[src/hw/rtl/bfha_pkg.sv]
// ----------------------------------------------------------------------------
// bfha_pkg: shared types and constants for the best-fit heap allocator
// Heap geometry, opcodes and the request struct to the heap memory.
// ----------------------------------------------------------------------------
package bfha_pkg;

  localparam int HEAP_BYTES = 127;
  localparam logic [7:0] HEAP_LIM = 8'(HEAP_BYTES);
  localparam logic [7:0] HEAP_RESET_HDR = 8'((HEAP_BYTES << 1) & 8'hFE);
  localparam logic [6:0] MAX_SIZE = 7'(HEAP_BYTES - 1);

  typedef enum logic [2:0] {
    OP_MALLOC  = 3'd0,
    OP_REALLOC = 3'd1,
    OP_FREE    = 3'd2,
    OP_WRITE   = 3'd3,
    OP_READ    = 3'd4
  } opcode_t;

  // one read address and one write per cycle into the heap memory
  typedef struct packed {
    logic [6:0] raddr;
    logic       we;
    logic [6:0] waddr;
    logic [7:0] wdata;
  } mem_req_t;

endpackage

[src/hw/rtl/bfha_if.sv]
// ----------------------------------------------------------------------------
// bfha_if: request and result channels
// Valid/ready channels carrying the allocator request and result payloads.
// ----------------------------------------------------------------------------
interface bfha_req_if;
  logic       valid;
  logic       ready;
  logic [2:0] opcode;
  logic [6:0] addr;
  logic [6:0] req_size;
  logic [7:0] write_data;
  modport source (output valid, opcode, addr, req_size, write_data, input ready);
  modport sink (input valid, opcode, addr, req_size, write_data, output ready);
endinterface

interface bfha_res_if;
  logic       valid;
  logic       ready;
  logic [6:0] result_addr;
  logic       failed;
  logic [7:0] read_data;
  modport source (output valid, result_addr, failed, read_data, input ready);
  modport sink (input valid, result_addr, failed, read_data, output ready);
endinterface

[src/hw/rtl/bfha_heap_mem.sv]
// ----------------------------------------------------------------------------
// bfha_heap_mem: heap byte store
// One write and one registered read per cycle; per-byte valid bits give the
// reset image (one free block covering the heap) without a clearing pass.
// ----------------------------------------------------------------------------
module bfha_heap_mem import bfha_pkg::*; (
  input  logic       clk,
  input  logic       rst,
  input  mem_req_t   req,
  output logic [7:0] rdata
);

  logic [7:0]            mem [HEAP_BYTES];
  logic [HEAP_BYTES-1:0] vld;
  logic [7:0]            q;
  logic                  q_vld;
  logic                  q_zero;
  logic                  q_oor;

  // write port
  always_ff @(posedge clk) begin
    if (req.we && (8'(req.waddr) < HEAP_LIM)) begin
      mem[req.waddr] <= req.wdata;
    end
  end

  // valid bits
  always_ff @(posedge clk) begin
    if (rst) begin
      vld <= '0;
    end else if (req.we && (8'(req.waddr) < HEAP_LIM)) begin
      vld[req.waddr] <= 1'b1;
    end
  end

  // registered read
  always_ff @(posedge clk) begin
    q_oor  <= !(8'(req.raddr) < HEAP_LIM);
    q_zero <= (req.raddr == 7'd0);
    if (8'(req.raddr) < HEAP_LIM) begin
      q     <= mem[req.raddr];
      q_vld <= vld[req.raddr];
    end else begin
      q     <= 8'd0;
      q_vld <= 1'b0;
    end
  end

  // unwritten bytes read as their reset value
  always_comb begin
    if (q_oor) begin
      rdata = 8'd0;
    end else if (q_vld) begin
      rdata = q;
    end else begin
      rdata = q_zero ? HEAP_RESET_HDR : 8'd0;
    end
  end

endmodule

[src/hw/rtl/best_fit_heap_allocator.sv]
// ----------------------------------------------------------------------------
// best_fit_heap_allocator: implicit free-list heap with best-fit malloc
// Sequencer over a heap store with one read and one write port, running
// malloc, realloc, free and raw byte access.
// ----------------------------------------------------------------------------
// Usage: send one request on req (opcode, addr, req_size, write_data); one
// result comes back on res (result_addr, failed, read_data). req.ready is
// high only while the sequencer is idle; a request is taken while a prior
// result still waits on res. All heap access goes through one memory request
// with a registered read, so each header visit is a read step and a check
// step. After each result the sequencer returns to idle, where it takes the
// next request.
// Reset: synchronous; the heap reads as one free block covering all bytes
// at once, with no clearing pass. A stalled res holds its result, and the
// sequencer waits in its final step until the result register is free.
// ----------------------------------------------------------------------------
module best_fit_heap_allocator import bfha_pkg::*; (
  input  logic clk,
  input  logic rst,
  bfha_req_if.sink   req,
  bfha_res_if.source res
);

  typedef enum logic [4:0] {
    S_IDLE, S_M_RD, S_M_CHK, S_M_END, S_M_SPLIT, S_M_HDR,
    S_R_RD, S_R_CHK, S_R_NRD, S_R_NCHK, S_R_HDR, S_R_TAIL,
    S_CP_RD, S_CP_WR, S_CP_FIN,
    S_F_RD, S_F_CHK, S_F_CLR, S_F_NRD, S_F_NCHK, S_F_MRG,
    S_W_WR, S_B_RD, S_B_Q, S_DONE
  } state_t;

  state_t     state;
  mem_req_t   mreq;
  logic [7:0] q;

  logic       realloc_mode;
  logic [6:0] addr_r;
  logic [6:0] need;
  logic [7:0] wdata_r;
  logic [7:0] cur;
  logic [7:0] best_len;
  logic [6:0] best_pos;
  logic       best_ok;
  logic [6:0] hpos;
  logic [6:0] cb;
  logic [6:0] tail;
  logic [6:0] merged;
  logic [6:0] np;
  logic [6:0] idx;
  logic [6:0] ra_r;
  logic       fail_r;
  logic [7:0] rd_r;
  logic       out_valid;
  logic [6:0] out_addr;
  logic       out_fail;
  logic [7:0] out_data;

  logic [7:0] nxt;
  logic [7:0] src;
  logic [7:0] dst;
  logic [6:0] qlen;
  logic [7:0] sum8;

  assign nxt  = 8'(hpos) + 8'(cb);
  assign src  = 8'(hpos) + 8'd1 + 8'(idx);
  assign dst  = 8'(np) + 8'(idx);
  assign qlen = q[7:1];
  assign sum8 = 8'(cb) + 8'(qlen);

  bfha_heap_mem u_mem (
    .clk   (clk),
    .rst   (rst),
    .req   (mreq),
    .rdata (q)
  );

  // memory request per step
  always_comb begin
    mreq = '0;
    case (state)
      S_M_RD:    mreq.raddr = cur[6:0];
      S_R_RD:    mreq.raddr = hpos;
      S_R_NRD:   mreq.raddr = nxt[6:0];
      S_CP_RD:   mreq.raddr = src[6:0];
      S_F_RD:    mreq.raddr = hpos;
      S_F_NRD:   mreq.raddr = nxt[6:0];
      S_B_RD:    mreq.raddr = addr_r;
      S_M_SPLIT: begin
        mreq.we    = (best_len > 8'(need));
        mreq.waddr = best_pos + need;
        mreq.wdata = {7'(best_len - 8'(need)), 1'b0};
      end
      S_M_HDR: begin
        mreq.we    = 1'b1;
        mreq.waddr = best_pos;
        mreq.wdata = {need, 1'b1};
      end
      S_R_HDR: begin
        mreq.we    = 1'b1;
        mreq.waddr = hpos;
        mreq.wdata = {need, 1'b1};
      end
      S_R_TAIL: begin
        mreq.we    = (tail != 7'd0);
        mreq.waddr = hpos + need;
        mreq.wdata = {tail, 1'b0};
      end
      S_CP_WR: begin
        mreq.we    = (dst < HEAP_LIM) && (src < HEAP_LIM);
        mreq.waddr = dst[6:0];
        mreq.wdata = q;
      end
      S_CP_FIN, S_F_CLR: begin
        mreq.we    = 1'b1;
        mreq.waddr = hpos;
        mreq.wdata = {cb, 1'b0};
      end
      S_F_MRG: begin
        mreq.we    = 1'b1;
        mreq.waddr = hpos;
        mreq.wdata = {merged, 1'b0};
      end
      S_W_WR: begin
        mreq.we    = 1'b1;
        mreq.waddr = addr_r;
        mreq.wdata = wdata_r;
      end
      default: mreq = '0;
    endcase
  end

  assign req.ready       = (state == S_IDLE);
  assign res.valid       = out_valid;
  assign res.result_addr = out_addr;
  assign res.failed      = out_fail;
  assign res.read_data   = out_data;

  // sequencer
  always_ff @(posedge clk) begin
    if (rst) begin
      state     <= S_IDLE;
      out_valid <= 1'b0;
    end else begin
      // drop a taken result unless a new one is loaded below
      if (out_valid && res.ready && state != S_DONE) begin
        out_valid <= 1'b0;
      end
      case (state)
        S_IDLE: begin
          if (req.valid) begin
            addr_r  <= req.addr;
            wdata_r <= req.write_data;
            need    <= req.req_size + 7'd1;
            hpos    <= req.addr - 7'd1;
            ra_r    <= 7'd0;
            fail_r  <= 1'b0;
            rd_r    <= 8'd0;
            cur      <= 8'd0;
            best_len <= HEAP_LIM + 8'd1;
            best_ok  <= 1'b0;
            realloc_mode <= 1'b0;
            state   <= S_DONE;
            case (req.opcode)
              OP_MALLOC: begin
                if (req.req_size == 7'd0 || req.req_size > MAX_SIZE) begin
                  fail_r <= 1'b1;
                end else begin
                  state <= S_M_RD;
                end
              end
              OP_REALLOC: begin
                if (req.addr == 7'd0 || req.req_size == 7'd0 ||
                    req.req_size > MAX_SIZE) begin
                  fail_r <= 1'b1;
                end else begin
                  state <= S_R_RD;
                end
              end
              OP_FREE: begin
                if (req.addr != 7'd0 && 8'(req.addr) < HEAP_LIM) begin
                  state <= S_F_RD;
                end
              end
              OP_WRITE: begin
                if (8'(req.addr) < HEAP_LIM) begin
                  state <= S_W_WR;
                end
              end
              OP_READ: begin
                if (8'(req.addr) < HEAP_LIM) begin
                  state <= S_B_RD;
                end
              end
              default: state <= S_DONE;
            endcase
          end
        end
        // best-fit scan over headers
        S_M_RD: begin
          state <= (cur < HEAP_LIM) ? S_M_CHK : S_M_END;
        end
        S_M_CHK: begin
          if (qlen == 7'd0) begin
            state <= S_M_END;
          end else begin
            if (!q[0] && qlen >= need && (cur + 8'(qlen)) <= HEAP_LIM &&
                8'(qlen) < best_len) begin
              best_len <= 8'(qlen);
              best_pos <= cur[6:0];
              best_ok  <= 1'b1;
            end
            cur   <= cur + 8'(qlen);
            state <= S_M_RD;
          end
        end
        S_M_END: begin
          if (best_ok) begin
            state <= S_M_SPLIT;
          end else begin
            fail_r <= 1'b1;
            state  <= S_DONE;
          end
        end
        S_M_SPLIT: state <= S_M_HDR;
        S_M_HDR: begin
          if (realloc_mode) begin
            np    <= best_pos + 7'd1;
            idx   <= 7'd0;
            state <= S_CP_RD;
          end else begin
            ra_r  <= best_pos + 7'd1;
            state <= S_DONE;
          end
        end
        // realloc
        S_R_RD: state <= S_R_CHK;
        S_R_CHK: begin
          cb <= qlen;
          if (qlen == 7'd0 || (8'(hpos) + 8'(qlen)) > HEAP_LIM) begin
            fail_r <= 1'b1;
            state  <= S_DONE;
          end else if (need == qlen) begin
            ra_r  <= addr_r;
            state <= S_DONE;
          end else if (need < qlen) begin
            tail  <= qlen - need;
            state <= S_R_HDR;
          end else if ((8'(hpos) + 8'(qlen)) < HEAP_LIM) begin
            state <= S_R_NRD;
          end else begin
            realloc_mode <= 1'b1;
            state        <= S_M_RD;
          end
        end
        S_R_NRD: state <= S_R_NCHK;
        S_R_NCHK: begin
          if (!q[0] && (nxt + 8'(qlen)) <= HEAP_LIM && sum8 >= 8'(need)) begin
            tail  <= 7'(sum8 - 8'(need));
            state <= S_R_HDR;
          end else begin
            realloc_mode <= 1'b1;
            state        <= S_M_RD;
          end
        end
        S_R_HDR: state <= S_R_TAIL;
        S_R_TAIL: begin
          ra_r  <= addr_r;
          state <= S_DONE;
        end
        // payload copy, one byte per read/write pair
        S_CP_RD: begin
          state <= ((8'(idx) + 8'd1) < 8'(cb)) ? S_CP_WR : S_CP_FIN;
        end
        S_CP_WR: begin
          idx   <= idx + 7'd1;
          state <= S_CP_RD;
        end
        S_CP_FIN: begin
          ra_r  <= np;
          state <= S_DONE;
        end
        // free and forward merge
        S_F_RD: state <= S_F_CHK;
        S_F_CHK: begin
          cb    <= qlen;
          state <= q[0] ? S_F_CLR : S_DONE;
        end
        S_F_CLR: state <= (nxt < HEAP_LIM) ? S_F_NRD : S_DONE;
        S_F_NRD: state <= S_F_NCHK;
        S_F_NCHK: begin
          merged <= sum8[6:0];
          if (!q[0] && sum8 <= (HEAP_LIM - 8'(hpos))) begin
            state <= S_F_MRG;
          end else begin
            state <= S_DONE;
          end
        end
        S_F_MRG: state <= S_DONE;
        // raw byte access
        S_W_WR: state <= S_DONE;
        S_B_RD: state <= S_B_Q;
        S_B_Q: begin
          rd_r  <= q;
          state <= S_DONE;
        end
        // hand over the result once the output register is free
        S_DONE: begin
          if (!out_valid || res.ready) begin
            out_valid <= 1'b1;
            out_addr  <= ra_r;
            out_fail  <= fail_r;
            out_data  <= rd_r;
            state     <= S_IDLE;
          end
        end
        default: state <= S_IDLE;
      endcase
    end
  end

endmodule

[src/flat_wrapper.sv]
// flat-port wrapper written by rule: the top's interface ports become plain ports
module best_fit_heap_allocator_flat import bfha_pkg::*;
  (clk, rst, req_valid, req_opcode, req_addr, req_req_size, req_write_data, req_ready, res_valid, res_result_addr, res_failed, res_read_data, res_ready);
  bfha_req_if req_i ();
  bfha_res_if res_i ();
  input  logic clk;
  input  logic rst;
  input wire logic [$bits(req_i.valid)-1:0] req_valid;
  input wire logic [$bits(req_i.opcode)-1:0] req_opcode;
  input wire logic [$bits(req_i.addr)-1:0] req_addr;
  input wire logic [$bits(req_i.req_size)-1:0] req_req_size;
  input wire logic [$bits(req_i.write_data)-1:0] req_write_data;
  output wire logic [$bits(req_i.ready)-1:0] req_ready;
  output wire logic [$bits(res_i.valid)-1:0] res_valid;
  output wire logic [$bits(res_i.result_addr)-1:0] res_result_addr;
  output wire logic [$bits(res_i.failed)-1:0] res_failed;
  output wire logic [$bits(res_i.read_data)-1:0] res_read_data;
  input wire logic [$bits(res_i.ready)-1:0] res_ready;
  assign req_i.valid = req_valid;
  assign req_i.opcode = req_opcode;
  assign req_i.addr = req_addr;
  assign req_i.req_size = req_req_size;
  assign req_i.write_data = req_write_data;
  assign req_ready = req_i.ready;
  assign res_valid = res_i.valid;
  assign res_result_addr = res_i.result_addr;
  assign res_failed = res_i.failed;
  assign res_read_data = res_i.read_data;
  assign res_i.ready = res_ready;
  best_fit_heap_allocator u_core (.clk(clk), .rst(rst), .req(req_i), .res(res_i));
endmodule
[config.mk]
export PLATFORM = sky130hd
export DESIGN_NAME = best_fit_heap_allocator_flat
export DESIGN_NICKNAME = d
export VERILOG_FILES = /design/src/hw/rtl/bfha_pkg.sv /design/src/hw/rtl/bfha_if.sv /design/src/hw/rtl/bfha_heap_mem.sv /design/src/hw/rtl/best_fit_heap_allocator.sv /design/src/flat_wrapper.sv
export SDC_FILE = /design/constraint.sdc
export NUM_CORES = 2
export LEC_CHECK = 0
export ABC_AREA = 0
export BUFFER_PORTS_ARGS = -buffer_cell sky130_fd_sc_hd__clkbuf_2
export CORE_UTILIZATION = 57
export DETAILED_ROUTE_END_ITERATION = 8
export PLACE_DENSITY = 0.73
export RECOVER_POWER = 25
export SLEW_MARGIN = 20
export SYNTH_ARGS = -nofsm -noshare
export SYNTH_HDL_FRONTEND = slang
export SYNTH_SLANG_ARGS = --single-unit
[constraint.sdc]
create_clock -name clk -period 11.1 [get_ports clk]
set_clock_uncertainty 0.2 [all_clocks]
set_input_delay 1.665 -clock clk [delete_from_list [all_inputs] [get_ports clk]]
set_output_delay 1.665 -clock clk [all_outputs]
set_load 0.02 [all_outputs]
==> flow_summary_export.csv <==
group,metric,value,unit
worst_setup_path,crit_chain,"clkbuf_1, nor2b_1, nand3_1, o22ai_1, a21oi_1, nand3_4, clkbuf_1, buf_4",
clock_tree,clock_path_buffers,3,
power_and_ir_drop,ir_drop,0.0001993,V
sta,fin_crit,8.203,ns
global_routing,grt_max_degree,152,
floorplan,start_util,0.5782,
worst_setup_path,cp_slowest_stage_delay,2.73,ns
worst_setup_path,critPathBufInv,3,
run_status,violations,"design-rule violations, max-capacitance violations, max-slew violations",
floorplan,core,97140,um^2
floorplan,die_h,315.9,um
power_and_ir_drop,power_frac_seq,0.344,
final_layout,mostFrequentLayoutCell,"edfxtp_1",
logic_synthesis,ys_async_sr_fraction,0,
worst_setup_path,worst_path_max_delay_cell,"clkbuf_1",
route,dr_total_vias,40394,
global_routing,antenna_found_initial,6,
floorplan,io_pins,47,
clock_tree,clock_latency,0.78,ns
sta,final_max_slew_viol_count,537,
floorplan,dieWidth,315.9,um
logic_synthesis,syn_avg_cell_area,12.50,um^2
route,firstDrtPassIters,9,
worst_setup_path,crit_top_cell,"clkbuf_1",
worst_setup_path,crit_type,"reg2reg",
global_routing,grt_pass1_vias,38073,
logic_synthesis,syn_inst,4494,
run,cap_violations,9,
clock_tree,clkTransAtPathRegs,0.07,ns
route,drt_wl_total,180.2,mm
final_layout,area_growth,10.44,%
clock_tree,numCtsBuffers,132,
global_routing,grt_pass1_wl,259.6,mm
worst_setup_path,cp_max_fo,65,
sta,period_share,0.7390,
worst_setup_path,cp.arrival,8.43,ns
clock_tree,ctsHoldBuffers,0,
power_and_ir_drop,sw_frac_of_total,0.4104,
clock_tree,tritoncts,"done",
clock_tree,cts.sinks,1281,
global_routing,overflow,0,
sta,fin_worst_hold_slack,0.2075,ns
logic_synthesis,ys_seq_area_frac,0.6592,
route,antenna_left,0,
floorplan,die-area,99800,um^2
sta,worst_pin_slew,4.218,ns
worst_setup_path,rr_startpoint,"u_core.state[0]",
worst_setup_path,start_kind,"flip-flop",
sta,setup_viol,0,
sta,rsz0062_at_grt,"false",
clock_tree,postCtsSetupBuffers,0,
route,drc,4,
logic_synthesis,yosys_warnings,0,
logic_synthesis,synth_cell_types,91,
route,avgRoutedWirePerCell,30.79,um
floorplan,placementRows,114,
sta,final_hold_viol_count,0,
power_and_ir_drop,combPwrFrac,0.401,
final_layout,final_cell_mix,"edfxtp_1 (1137), nand2_1 (653), nand3_1 (248)",
clock_tree,cts-root-buf,"clkbuf_16",
sta,relSlewSlack,-1.812,
logic_synthesis,syn_area,56170,um^2
final_layout,fin_nets,4591,
logic_synthesis,synth-seq-cells,1281,
global_routing,track_usage,0.3599,
worst_setup_path,startpoint,"u_core.state[0]",
logic_synthesis,syn-num-nets,4618,
placement,portBuffers,46,
final_layout,drive_above_1_share,0.09270,
placement,post-dp-hpwl,110.8,mm
clock_tree,cts-htree-levels,4,
run_status,status,"finished, violations left",
route,vias_per_cell,6.901,
route,drtIter0Drc,6501,
worst_hold_path,min_from,"u_core.ra_r[3]",
power_and_ir_drop,p_leak,21.12,nW
sta,max_freq,121.9,MHz
power_and_ir_drop,p_switching,7.220,mW
worst_setup_path,cpLargestDelayFamily,"buffers and inverters",
power_and_ir_drop,clock_power_share,0.254,
logic_synthesis,synth_edf_count,1137,
power_and_ir_drop,p_per_area,283.6,nW/um^2
placement,routabilityCongestion,0.9764,
logic_synthesis,yosys_most_used_dff,"edfxtp_1",
worst_hold_path,hp-class,"reg2reg",
worst_setup_path,critical_path_required,11.32,ns
power_and_ir_drop,internal_power,10.37,mW
final_layout,fill_cells,7137,
clock_tree,post_cts_resized,0,
worst_setup_path,worstSetupEndpointType,"flip-flop",
sta,fin_tns_setup,0,ns
power groups by stage:
stage	combinational, mW	clock, mW	sequential [mW]
after floorplan	4.17	0	6.11
after global placement	6.69	0	6.11
after detailed placement	6.77	0	6.11
after CTS	6.79	4.47	6.01
after global routing	7.30	4.66	6.06
final	7.06	4.48	6.06
cell families after synthesis:
logic type      synth area share
compound gates            0.1120
xor+xnor                 0.01245
fa+ha+maj                0.02410
buf+inv                  0.03562
flops                     0.6592
mux                      0.03676
simple gates              0.1198
worst register-to-register path, cell delays in order (launching register included):
cell and delay [ns]:
dfxtp_1 0.30, clkbuf_1 1.33, nor2b_1 0.85, nand3_1 0.66, o22ai_1 0.44, a21oi_1 0.12
nand3_4 0.08, clkbuf_1 2.73, buf_4 1.03
cell usage after synthesis (85+ instances only):
cell type	n	area (um^2)
edfxtp_1	1137	34140
nand2_1	656	2462
nand3_1	252	1261
nor2_1	230	863.3
inv_1	181	679.4
clkbuf_1	163	611.8
o22ai_1	159	994.7
dfxtp_1	144	2883
a21oi_1	135	675.7
a211oi_1	120	900.9
and3_1	113	706.9
mux2i_1	105	1051
buf_2	90	450.4
ha_1	89	1114
a31oi_1	86	538.0
o21ai_0	85	425.4
state kept, by name (all words and copies together), names as in the netlist, 8 cells and up:
name	flops
u_core.u_mem.vld	127
u_core.wdata_r	8
u_core.rd_r	8
u_core.u_mem.mem	1016
u_core.res.read_data	8
u_core.u_mem.q	8
u_core.best_len	8
u_core.cur	8
worst paths after layout:
kind | depth (start not counted) | slack, ns | to
hold reg to reg | 0 | 0.21 | u_core.res.result_addr[3]
setup reg to reg | 8 | 2.90 | u_core.u_mem.mem[40][3]
setup / recovery | 8 | 2.90 | u_core.u_mem.mem[40][3]
hold / removal | 0 | 0.21 | u_core.res.result_addr[3]
per-stage QoR:
stage          power (mW)  setup slack [ns]  instance area, um^2  utilization  instances
2_1_floorplan       10.28             2.871                56170            -       4494
3_3_place_gp        12.80             5.027                57690       0.5939       5609
3_5_place_dp        12.88             4.935                57710       0.5941       5609
4_1_cts             17.28             4.905                62050       0.6388       5850
5_1_grt             18.02             2.784                62020       0.6385       5850
6_report            17.59             2.897                62030       0.6386       5853
cell type report:
type,count,area [um^2],share of cell area
Sequential cell,1281,37030,0.5969
Multi-Input combinational cell,2728,17450,0.2812
Clock buffer,161,3582,0.05775
Tap cell,1276,1597,0.02574
Timing Repair Buffer,139,919.6,0.01483
Clock inverter,80,759.5,0.01224
Inverter,185,694.4,0.01119
Antenna cell,3,7.507,0.0001210
layer usage:
layer	GRT usage	share of wire	vias up
met5	0	0.00014	-
met4	0.2159	0.069	4
met3	0.09406	0.13	646
met2	0.5461	0.45	3090
met1	0.4678	0.35	19620
li1	-	-	17034
Note: power is estimated with default switching activity, not from simulation.
